==> src/sv/dq_pkg.sv <==
package dq_pkg;

  localparam int unsigned DEPTH_DEF      = 16;
  localparam int unsigned DATA_WIDTH_DEF = 32;
  localparam int unsigned OPCODE_W       = 3;
  localparam int unsigned STATUS_W       = 2;

  typedef enum logic [OPCODE_W-1:0] {
    OP_PUSH_FRONT = 3'd0,
    OP_PUSH_BACK  = 3'd1,
    OP_POP_FRONT  = 3'd2,
    OP_POP_BACK   = 3'd3,
    OP_PEEK_FRONT = 3'd4,
    OP_PEEK_BACK  = 3'd5
  } op_e;

  typedef enum logic [STATUS_W-1:0] {
    ST_OK    = 2'd0,
    ST_EMPTY = 2'd1,
    ST_FULL  = 2'd2
  } status_e;

  typedef enum logic [1:0] {
    S_IDLE,
    S_EXEC,
    S_RESP
  } state_e;

  // controller -> datapath
  typedef struct packed {
    logic load;  // capture the incoming item
    logic exec;  // apply the captured operation
  } cmd_t;

endpackage

==> src/sv/dq_req_if.sv <==
interface dq_req_if
  import dq_pkg::*;
#(
  parameter int unsigned DATA_WIDTH = DATA_WIDTH_DEF
) ();

  logic                  valid;
  logic                  ready;
  logic [OPCODE_W-1:0]   opcode;
  logic [DATA_WIDTH-1:0] data_in;

  modport source (output valid, output opcode, output data_in, input ready);
  modport sink   (input valid, input opcode, input data_in, output ready);

endinterface

==> src/sv/dq_rsp_if.sv <==
interface dq_rsp_if
  import dq_pkg::*;
#(
  parameter int unsigned DATA_WIDTH = DATA_WIDTH_DEF,
  parameter int unsigned COUNT_W    = $clog2(DEPTH_DEF + 1)
) ();

  logic                  valid;
  logic                  ready;
  logic [DATA_WIDTH-1:0] data_out;
  logic [STATUS_W-1:0]   status;
  logic [COUNT_W-1:0]    count;
  logic                  is_empty;

  modport source (output valid, output data_out, output status, output count,
                  output is_empty, input ready);
  modport sink   (input valid, input data_out, input status, input count,
                  input is_empty, output ready);

endinterface

==> src/sv/dq_ram.sv <==
module dq_ram
  import dq_pkg::*;
#(
  parameter int unsigned WIDTH = DATA_WIDTH_DEF,
  parameter int unsigned DEPTH = DEPTH_DEF,
  localparam int unsigned AW   = $clog2(DEPTH)
) (
  input  logic             clk_i,
  input  logic             we_i,
  input  logic [AW-1:0]    waddr_i,
  input  logic [WIDTH-1:0] wdata_i,
  input  logic             re_i,
  input  logic [AW-1:0]    raddr_i,
  output logic [WIDTH-1:0] rdata_o
);

  logic [WIDTH-1:0] mem [DEPTH];
  logic [WIDTH-1:0] rdata_q;

  always_ff @(posedge clk_i) begin
    if (we_i) begin
      mem[waddr_i] <= wdata_i;
    end
    if (re_i) begin
      rdata_q <= mem[raddr_i];
    end
  end

  assign rdata_o = rdata_q;

endmodule

==> src/sv/dq_ctrl.sv <==
module dq_ctrl
  import dq_pkg::*;
(
  input  logic clk_i,
  input  logic rst_ni,
  input  logic in_valid_i,
  output logic in_ready_o,
  output logic out_valid_o,
  input  logic out_ready_i,
  output cmd_t cmd_o
);

  state_e state_q, state_d;

  always_ff @(posedge clk_i or negedge rst_ni) begin
    if (!rst_ni) begin
      state_q <= S_IDLE;
    end else begin
      state_q <= state_d;
    end
  end

  always_comb begin
    state_d     = state_q;
    in_ready_o  = 1'b0;
    out_valid_o = 1'b0;
    cmd_o       = '0;
    case (state_q)
      S_IDLE: begin
        in_ready_o = 1'b1;
        if (in_valid_i) begin
          cmd_o.load = 1'b1;
          state_d    = S_EXEC;
        end
      end
      S_EXEC: begin
        cmd_o.exec = 1'b1;
        state_d    = S_RESP;
      end
      S_RESP: begin
        out_valid_o = 1'b1;
        if (out_ready_i) begin
          state_d = S_IDLE;
        end
      end
      default: begin
        state_d = S_IDLE;
      end
    endcase
  end

endmodule

==> src/sv/dq_datapath.sv <==
module dq_datapath
  import dq_pkg::*;
#(
  parameter int unsigned DEPTH      = DEPTH_DEF,
  parameter int unsigned DATA_WIDTH = DATA_WIDTH_DEF,
  localparam int unsigned AW        = $clog2(DEPTH),
  localparam int unsigned CW        = $clog2(DEPTH + 1)
) (
  input  logic                  clk_i,
  input  logic                  rst_ni,
  input  cmd_t                  cmd_i,
  input  logic [OPCODE_W-1:0]   opcode_i,
  input  logic [DATA_WIDTH-1:0] data_i,
  output logic [DATA_WIDTH-1:0] data_o,
  output logic [STATUS_W-1:0]   status_o,
  output logic [CW-1:0]         count_o,
  output logic                  is_empty_o
);

  localparam int unsigned SW = CW + 1;

  op_e                   op_q;
  logic [DATA_WIDTH-1:0] data_q;
  logic [AW-1:0]         head_q, head_d;
  logic [CW-1:0]         count_q, count_d;
  status_e               status_q, status_d;
  logic                  rd_q;

  logic                  full, empty;
  logic [AW-1:0]         head_dec, head_inc, tail_slot, last_slot;
  logic [SW-1:0]         tail_sum, last_sum;
  logic                  we, re;
  logic [AW-1:0]         waddr, raddr;
  logic [DATA_WIDTH-1:0] rdata;

  assign full  = (count_q == CW'(DEPTH));
  assign empty = (count_q == '0);

  assign head_dec = (head_q == '0) ? AW'(DEPTH - 1) : head_q - AW'(1);
  assign head_inc = (head_q == AW'(DEPTH - 1)) ? '0 : head_q + AW'(1);

  // head + count stays below 2*DEPTH, so one conditional subtract wraps it
  assign tail_sum  = SW'(head_q) + SW'(count_q);
  assign last_sum  = tail_sum - SW'(1);
  assign tail_slot = (tail_sum >= SW'(DEPTH)) ? AW'(tail_sum - SW'(DEPTH)) : AW'(tail_sum);
  assign last_slot = (last_sum >= SW'(DEPTH)) ? AW'(last_sum - SW'(DEPTH)) : AW'(last_sum);

  always_comb begin
    head_d   = head_q;
    count_d  = count_q;
    status_d = ST_OK;
    we       = 1'b0;
    re       = 1'b0;
    waddr    = head_dec;
    raddr    = head_q;
    case (op_q)
      OP_PUSH_FRONT: begin
        if (full) begin
          status_d = ST_FULL;
        end else begin
          we      = 1'b1;
          waddr   = head_dec;
          head_d  = head_dec;
          count_d = count_q + CW'(1);
        end
      end
      OP_PUSH_BACK: begin
        if (full) begin
          status_d = ST_FULL;
        end else begin
          we      = 1'b1;
          waddr   = tail_slot;
          count_d = count_q + CW'(1);
        end
      end
      OP_POP_FRONT, OP_PEEK_FRONT: begin
        if (empty) begin
          status_d = ST_EMPTY;
        end else begin
          re    = 1'b1;
          raddr = head_q;
          if (op_q == OP_POP_FRONT) begin
            head_d  = head_inc;
            count_d = count_q - CW'(1);
          end
        end
      end
      OP_POP_BACK, OP_PEEK_BACK: begin
        if (empty) begin
          status_d = ST_EMPTY;
        end else begin
          re    = 1'b1;
          raddr = last_slot;
          if (op_q == OP_POP_BACK) begin
            count_d = count_q - CW'(1);
          end
        end
      end
      default: begin
        // unused opcodes leave head and count as is and report ok
      end
    endcase
  end

  always_ff @(posedge clk_i) begin
    if (cmd_i.load) begin
      op_q   <= op_e'(opcode_i);
      data_q <= data_i;
    end
  end

  always_ff @(posedge clk_i or negedge rst_ni) begin
    if (!rst_ni) begin
      head_q   <= '0;
      count_q  <= '0;
      status_q <= ST_OK;
      rd_q     <= 1'b0;
    end else if (cmd_i.exec) begin
      head_q   <= head_d;
      count_q  <= count_d;
      status_q <= status_d;
      rd_q     <= re;
    end
  end

  dq_ram #(
    .WIDTH (DATA_WIDTH),
    .DEPTH (DEPTH)
  ) u_store (
    .clk_i   (clk_i),
    .we_i    (cmd_i.exec & we),
    .waddr_i (waddr),
    .wdata_i (data_q),
    .re_i    (cmd_i.exec & re),
    .raddr_i (raddr),
    .rdata_o (rdata)
  );

  assign data_o     = rd_q ? rdata : '0;
  assign status_o   = status_q;
  assign count_o    = count_q;
  assign is_empty_o = (count_q == '0);

endmodule

==> src/sv/double_ended_queue.sv <==
// Bounded deque of DEPTH words in a circular store with a head pointer and an
// element count. Each request item carries an opcode (push front/back, pop
// front/back, peek front/back) and a data word, and gives exactly one response
// item with the popped or peeked word, a status (ok, empty, full), the count
// after the operation and an empty flag. One item is in flight at a time: the
// controller goes from accept to execute to respond, where the response holds
// valid until it is taken, and the next request is accepted the cycle after
// the response is taken, so no new request is taken before the last is answered.
// The controller's accept, execute and respond states set this; the execute
// cycle covers the registered read port of the store memory. The store needs
// no clearing after reset; only live entries are read.
module double_ended_queue
  import dq_pkg::*;
#(
  parameter int unsigned DEPTH      = DEPTH_DEF,
  parameter int unsigned DATA_WIDTH = DATA_WIDTH_DEF
) (
  input  logic     clk_i,
  input  logic     rst_ni,
  dq_req_if.sink   req_i,
  dq_rsp_if.source rsp_o
);

  localparam int unsigned CW = $clog2(DEPTH + 1);

  cmd_t                  cmd;
  logic [DATA_WIDTH-1:0] data_out;
  logic [STATUS_W-1:0]   status;
  logic [CW-1:0]         count;
  logic                  is_empty;

  dq_ctrl u_ctrl (
    .clk_i       (clk_i),
    .rst_ni      (rst_ni),
    .in_valid_i  (req_i.valid),
    .in_ready_o  (req_i.ready),
    .out_valid_o (rsp_o.valid),
    .out_ready_i (rsp_o.ready),
    .cmd_o       (cmd)
  );

  dq_datapath #(
    .DEPTH      (DEPTH),
    .DATA_WIDTH (DATA_WIDTH)
  ) u_datapath (
    .clk_i      (clk_i),
    .rst_ni     (rst_ni),
    .cmd_i      (cmd),
    .opcode_i   (req_i.opcode),
    .data_i     (req_i.data_in),
    .data_o     (data_out),
    .status_o   (status),
    .count_o    (count),
    .is_empty_o (is_empty)
  );

  assign rsp_o.data_out = data_out;
  assign rsp_o.status   = status;
  assign rsp_o.count    = count;
  assign rsp_o.is_empty = is_empty;

endmodule
==> src/flat_wrapper.sv <==
// flat-port wrapper written by rule: the top's interface ports become plain ports
module double_ended_queue_flat import dq_pkg::*;
#(
  parameter int unsigned DEPTH      = DEPTH_DEF,
  parameter int unsigned DATA_WIDTH = DATA_WIDTH_DEF
)
  (clk_i, rst_ni, req_i_valid, req_i_opcode, req_i_data_in, req_i_ready, rsp_o_valid, rsp_o_data_out, rsp_o_status, rsp_o_count, rsp_o_is_empty, rsp_o_ready);
  dq_req_if #(.DATA_WIDTH(DATA_WIDTH)) req_i_i ();
  dq_rsp_if #(.DATA_WIDTH(DATA_WIDTH)) rsp_o_i ();
  input  logic clk_i;
  input  logic rst_ni;
  input wire logic [$bits(req_i_i.valid)-1:0] req_i_valid;
  input wire logic [$bits(req_i_i.opcode)-1:0] req_i_opcode;
  input wire logic [$bits(req_i_i.data_in)-1:0] req_i_data_in;
  output wire logic [$bits(req_i_i.ready)-1:0] req_i_ready;
  output wire logic [$bits(rsp_o_i.valid)-1:0] rsp_o_valid;
  output wire logic [$bits(rsp_o_i.data_out)-1:0] rsp_o_data_out;
  output wire logic [$bits(rsp_o_i.status)-1:0] rsp_o_status;
  output wire logic [$bits(rsp_o_i.count)-1:0] rsp_o_count;
  output wire logic [$bits(rsp_o_i.is_empty)-1:0] rsp_o_is_empty;
  input wire logic [$bits(rsp_o_i.ready)-1:0] rsp_o_ready;
  assign req_i_i.valid = req_i_valid;
  assign req_i_i.opcode = req_i_opcode;
  assign req_i_i.data_in = req_i_data_in;
  assign req_i_ready = req_i_i.ready;
  assign rsp_o_valid = rsp_o_i.valid;
  assign rsp_o_data_out = rsp_o_i.data_out;
  assign rsp_o_status = rsp_o_i.status;
  assign rsp_o_count = rsp_o_i.count;
  assign rsp_o_is_empty = rsp_o_i.is_empty;
  assign rsp_o_i.ready = rsp_o_ready;
  double_ended_queue #(.DEPTH(DEPTH), .DATA_WIDTH(DATA_WIDTH)) u_core (.clk_i(clk_i), .rst_ni(rst_ni), .req_i(req_i_i), .rsp_o(rsp_o_i));
endmodule
==> config.mk <==
export PLATFORM = sky130hd
export DESIGN_NAME = double_ended_queue_flat
export DESIGN_NICKNAME = d
export VERILOG_FILES = /design/src/sv/dq_pkg.sv /design/src/sv/dq_req_if.sv /design/src/sv/dq_rsp_if.sv /design/src/sv/dq_ram.sv /design/src/sv/dq_ctrl.sv /design/src/sv/dq_datapath.sv /design/src/sv/double_ended_queue.sv /design/src/flat_wrapper.sv
export SDC_FILE = /design/constraint.sdc
export NUM_CORES = 1
export LEC_CHECK = 0
export BUFFER_PORTS_ARGS = -buffer_cell sky130_fd_sc_hd__buf_2
export CORE_ASPECT_RATIO = 0.75
export CORE_MARGIN = 2
export CORE_UTILIZATION = 44
export CTS_BUF_LIST = sky130_fd_sc_hd__clkbuf_8
export DETAILED_ROUTE_END_ITERATION = 6
export SYNTH_ARGS = -nofsm -noshare
export SYNTH_HDL_FRONTEND = slang
export SYNTH_SLANG_ARGS = --single-unit
==> constraint.sdc <==
create_clock -name clk_i -period 4.15 [get_ports clk_i]
set_input_delay 0.2075 -clock clk_i [delete_from_list [all_inputs] [get_ports clk_i]]
set_output_delay 0.2075 -clock clk_i [all_outputs]
set_load 0.01 [all_outputs]
==> impl_metrics.yaml <==
timing:
  fin_crit_sh_pct: 93.1
  fmax_ghz: 0.259
  hold_viol: 0
  slew_headroom_pct: 24.7
  drv_slew: 0
  rsz0062_at_grt: "no"
  period_minus_slack_ps: 3870
  fin_skew_ps: 31.1
  worstMarginPinSlew_ps: 1130
  setup_viol_count_final: 0
  setup_tns_ps: 0
drt:
  post-route-drc-count: 0
  viasPerCell: 5.70
  vias: 13630
  routed_wl_um: 61200
  wl_per_cell_um: 25.6
  dr.pass1.iters: 5
  first_iter_violations: 1361
  drtAntennaViolNets: 0
critical_path:
  cp_top_family: "compound AO/OA/AOI/OAI gates"
  cp_slowest_stage_delay_ps: 1030
  reg2reg_from: "u_core.u_datapath.count_o[0]$_DFFE_PN0P_"
  cp_max_fo: 32
  arrival_ps: 4380
  critPathCaptureType: "register"
  worstReg2RegEnd: "u_core.u_datapath.u_store.rdata_o[10]$_DFFE_PP_"
  worstSetupPathType: "register to register"
  cp_slowest_cell: "o32a_2"
  critPathRequiredTime_ps: 4660
  path_cells: "ha_1 -> fa_1 -> inv_1 -> ha_1 -> xnor3_1 -> o2111ai_1 -> o32a_2 -> o221ai_1 -> o32ai_2"
  rr_worst_depth: 9
  cpMostUsedCell: "ha_1"
  start_kind: "register"
  reg2reg_slack_ps: 280
  cp_num_buf_inv: 1
min_path:
  hp-start: "req_i_data_in[17]"
  worstHoldEndpoint: "u_core.u_datapath.data_q[17]$_DFFE_PP_"
  worstHoldPathType: "primary input to register"
  hold_depth: 2
placed_design:
  dp_hpwl_um: 32200
  globalplace.congestion: 0.780
  io_buffers: 80
finish:
  diodes: 0
  syn_to_final_growth_pct: 15.4
  fin_util_pct: 51.7
  drive_gt1_share_pct: 20.4
  fin_nets: 1663
clocking:
  cts.reportedPaths.clkPinSlew_ps: 60
  cts_setup_buffers: 0
  cts-root-to-sink-buffers: 3
  root_buffer: "clkbuf_8"
  post_cts_resized: 0
  cts_htree_levels: 3
  clock_latency_ps: 680
  tritoncts: "done"
  cts_buffers: 89
  ctsHoldBuffers: 39
  clock-sinks: 593
yosys:
  synth_cells: 1440
  ys_types: 47
  syn_area_per_cell_sq_um: 16.6
  ys.flop_type: "edfxtp_1"
  ys_seq_elements: 593
  ys_seq_area_share_pct: 74.4
  synth_edf_count: 579
  synthesis.area_sq_mm: 0.0238
  yosys_warnings: 0
  synthArstFlopShare_pct: 2.36
  synth_fp_nets: 1490
run:
  maxCapViolations: 0
power_and_ir_drop:
  cellLeakagePower_nw: 9.37
  ir_drop_uv: 786
  power_w: 0.0215
  p_per_area_mw_per_mm2: 781
floorplanning:
  row_count: 73
  core_sq_mm: 0.0532
  pin_count: 81
  start_util_pct: 44.8
  chipHeight_um: 206
  fp.dieArea_sq_mm: 0.0561
  fp.dieW_um: 273
global_route:
  antenna_found_initial: 3
  grt_max_degree: 90
  grt_use_total_pct: 22.0
  grt_pass1_wl_um: 90100
  overflow: 0
  grt_pass1_vias: 13856
outcome:
  status: "finished, final reports clean"
[cells in the final DEF, fill, tap and decap left out, types with 4 or more instances in the layout]
master         netlist  final
nand2_1            214    214
clkbuf_8             0     90
and2_1              34     33
xnor2_1              7      7
mux2i_1             99     99
mux2_2              37     38
clkinv_1             0     23
buf_4               13     39
buf_2               39     80
xor2_1               4      4
dfrtp_1             14     13
nor2_1              27     11
inv_1               39     68
o221ai_1            33     33
edfxtp_1           579    579
a21oi_1              6      5
ha_1                 9      9
o32ai_2             32     31
clkinv_2             0      5
a32o_1              97     97
o211ai_1            64     64
nor2_4               0     16
a21o_1               4      4
dlygate4sd3_1        0     39
buf_12               0     20
o21ai_0             11     11
nand2b_1             4      4
[state kept, by name (all words and copies together) (netlist names)]
register                           flops
u_core.u_datapath.u_store.rdata_o     32
u_core.u_datapath.rd_q                 1
u_core.u_datapath.u_store.mem        512
u_core.u_datapath.count_o              5
u_core.u_datapath.status_o             2
u_core.u_datapath.head_q               4
u_core.u_datapath.data_q              32
u_core.u_datapath.op_q                 3
u_core.u_ctrl.state_q                  2
[cells by family after synthesis]
family	count (synthesis)	share of synthesized area [%]
adder cells (fa/ha/maj)	11	0.640
buffers and inverters	136	2.72
flip-flops	593	74.4
AO/OA/AOI/OAI	259	10.5
multiplexers	138	6.01
XOR/XNOR	14	0.687
AND/OR/NAND/NOR	289	5.04
[where the power goes]
| part | switching, W | internal (W) | total (W) |
|---|---|---|---|
| Clock | 0.00224 | 0.00221 | 0.00444 |
| Sequential | 0.000463 | 0.00740 | 0.00786 |
| Combinational | 0.00549 | 0.00370 | 0.00919 |
| Total | 0.00819 | 0.0133 | 0.0215 |
[metal layers]
metal	routed length, um	GRT usage (%)
met5	0	0
met4	1460	6.59
met3	4390	4.14
met2	27500	33.5
met1	27900	32.3
[how the worst max path moves through the flow]
stage / start / end / slack (ps) / cells after the start
2_1_floorplan: u_core.u_datapath.count_o[1]$_DFFE_PN0P_ / u_core.u_datapath.u_store.rdata_o[0]$_DFFE_PP_ / 460 / 4
3_3_place_gp: u_core.u_datapath.count_o[0]$_DFFE_PN0P_ / u_core.u_datapath.u_store.rdata_o[30]$_DFFE_PP_ / 410 / 9
5_1_grt: u_core.u_datapath.count_o[0]$_DFFE_PN0P_ / u_core.u_datapath.u_store.rdata_o[8]$_DFFE_PP_ / 140 / 9
6_report: u_core.u_datapath.count_o[0]$_DFFE_PN0P_ / u_core.u_datapath.u_store.rdata_o[10]$_DFFE_PP_ / 280 / 9
3_5_place_dp: u_core.u_datapath.count_o[0]$_DFFE_PN0P_ / u_core.u_datapath.u_store.rdata_o[11]$_DFFE_PP_ / 300 / 9
4_1_cts: u_core.u_datapath.count_o[0]$_DFFE_PN0P_ / u_core.u_datapath.u_store.rdata_o[11]$_DFFE_PP_ / 290 / 9
[cells in the mapped netlist, types with 4 or more instances]
cell	number	area, sq um
clkbuf_1	36	135
a21o_1	4	30.0
xor2_1	4	35.0
mux2_2	37	417
o32ai_2	32	521
mux2i_1	99	991
nor2_1	27	101
o221ai_1	33	289
buf_2	39	195
and2_1	34	213
edfxtp_1	579	17400
o211ai_1	64	480
buf_6	4	45.0
nand2b_1	4	25.0
xnor2_1	7	61.3
inv_1	39	146
ha_1	9	113
a21oi_1	6	30.0
nand2_1	214	803
o21ai_0	11	55.1
buf_4	13	97.6
a32o_1	97	971
dfrtp_1	14	350
[layout make-up]
type,instances,area [sq um]
Clock buffer,90,1240
Clock inverter,66,365
Fill cell,4378,25700
Inverter,40,150
Multi-Input combinational cell,711,5650
Sequential cell,593,17700
Tap cell,712,891
Timing Repair Buffer,178,1480
[metrics by stage]
step,cell area [sq um],instances,hold WS [ps],setup slack (ps)
after floorplan,23800,1440,-88.1,455
after global placement,25500,2195,126,414
after detailed placement,25500,2195,130,304
after CTS,27500,2390,186,288
after global routing,27500,2390,205,139
final,27500,2390,235,285
Note: power is estimated with default switching activity, not from simulation.
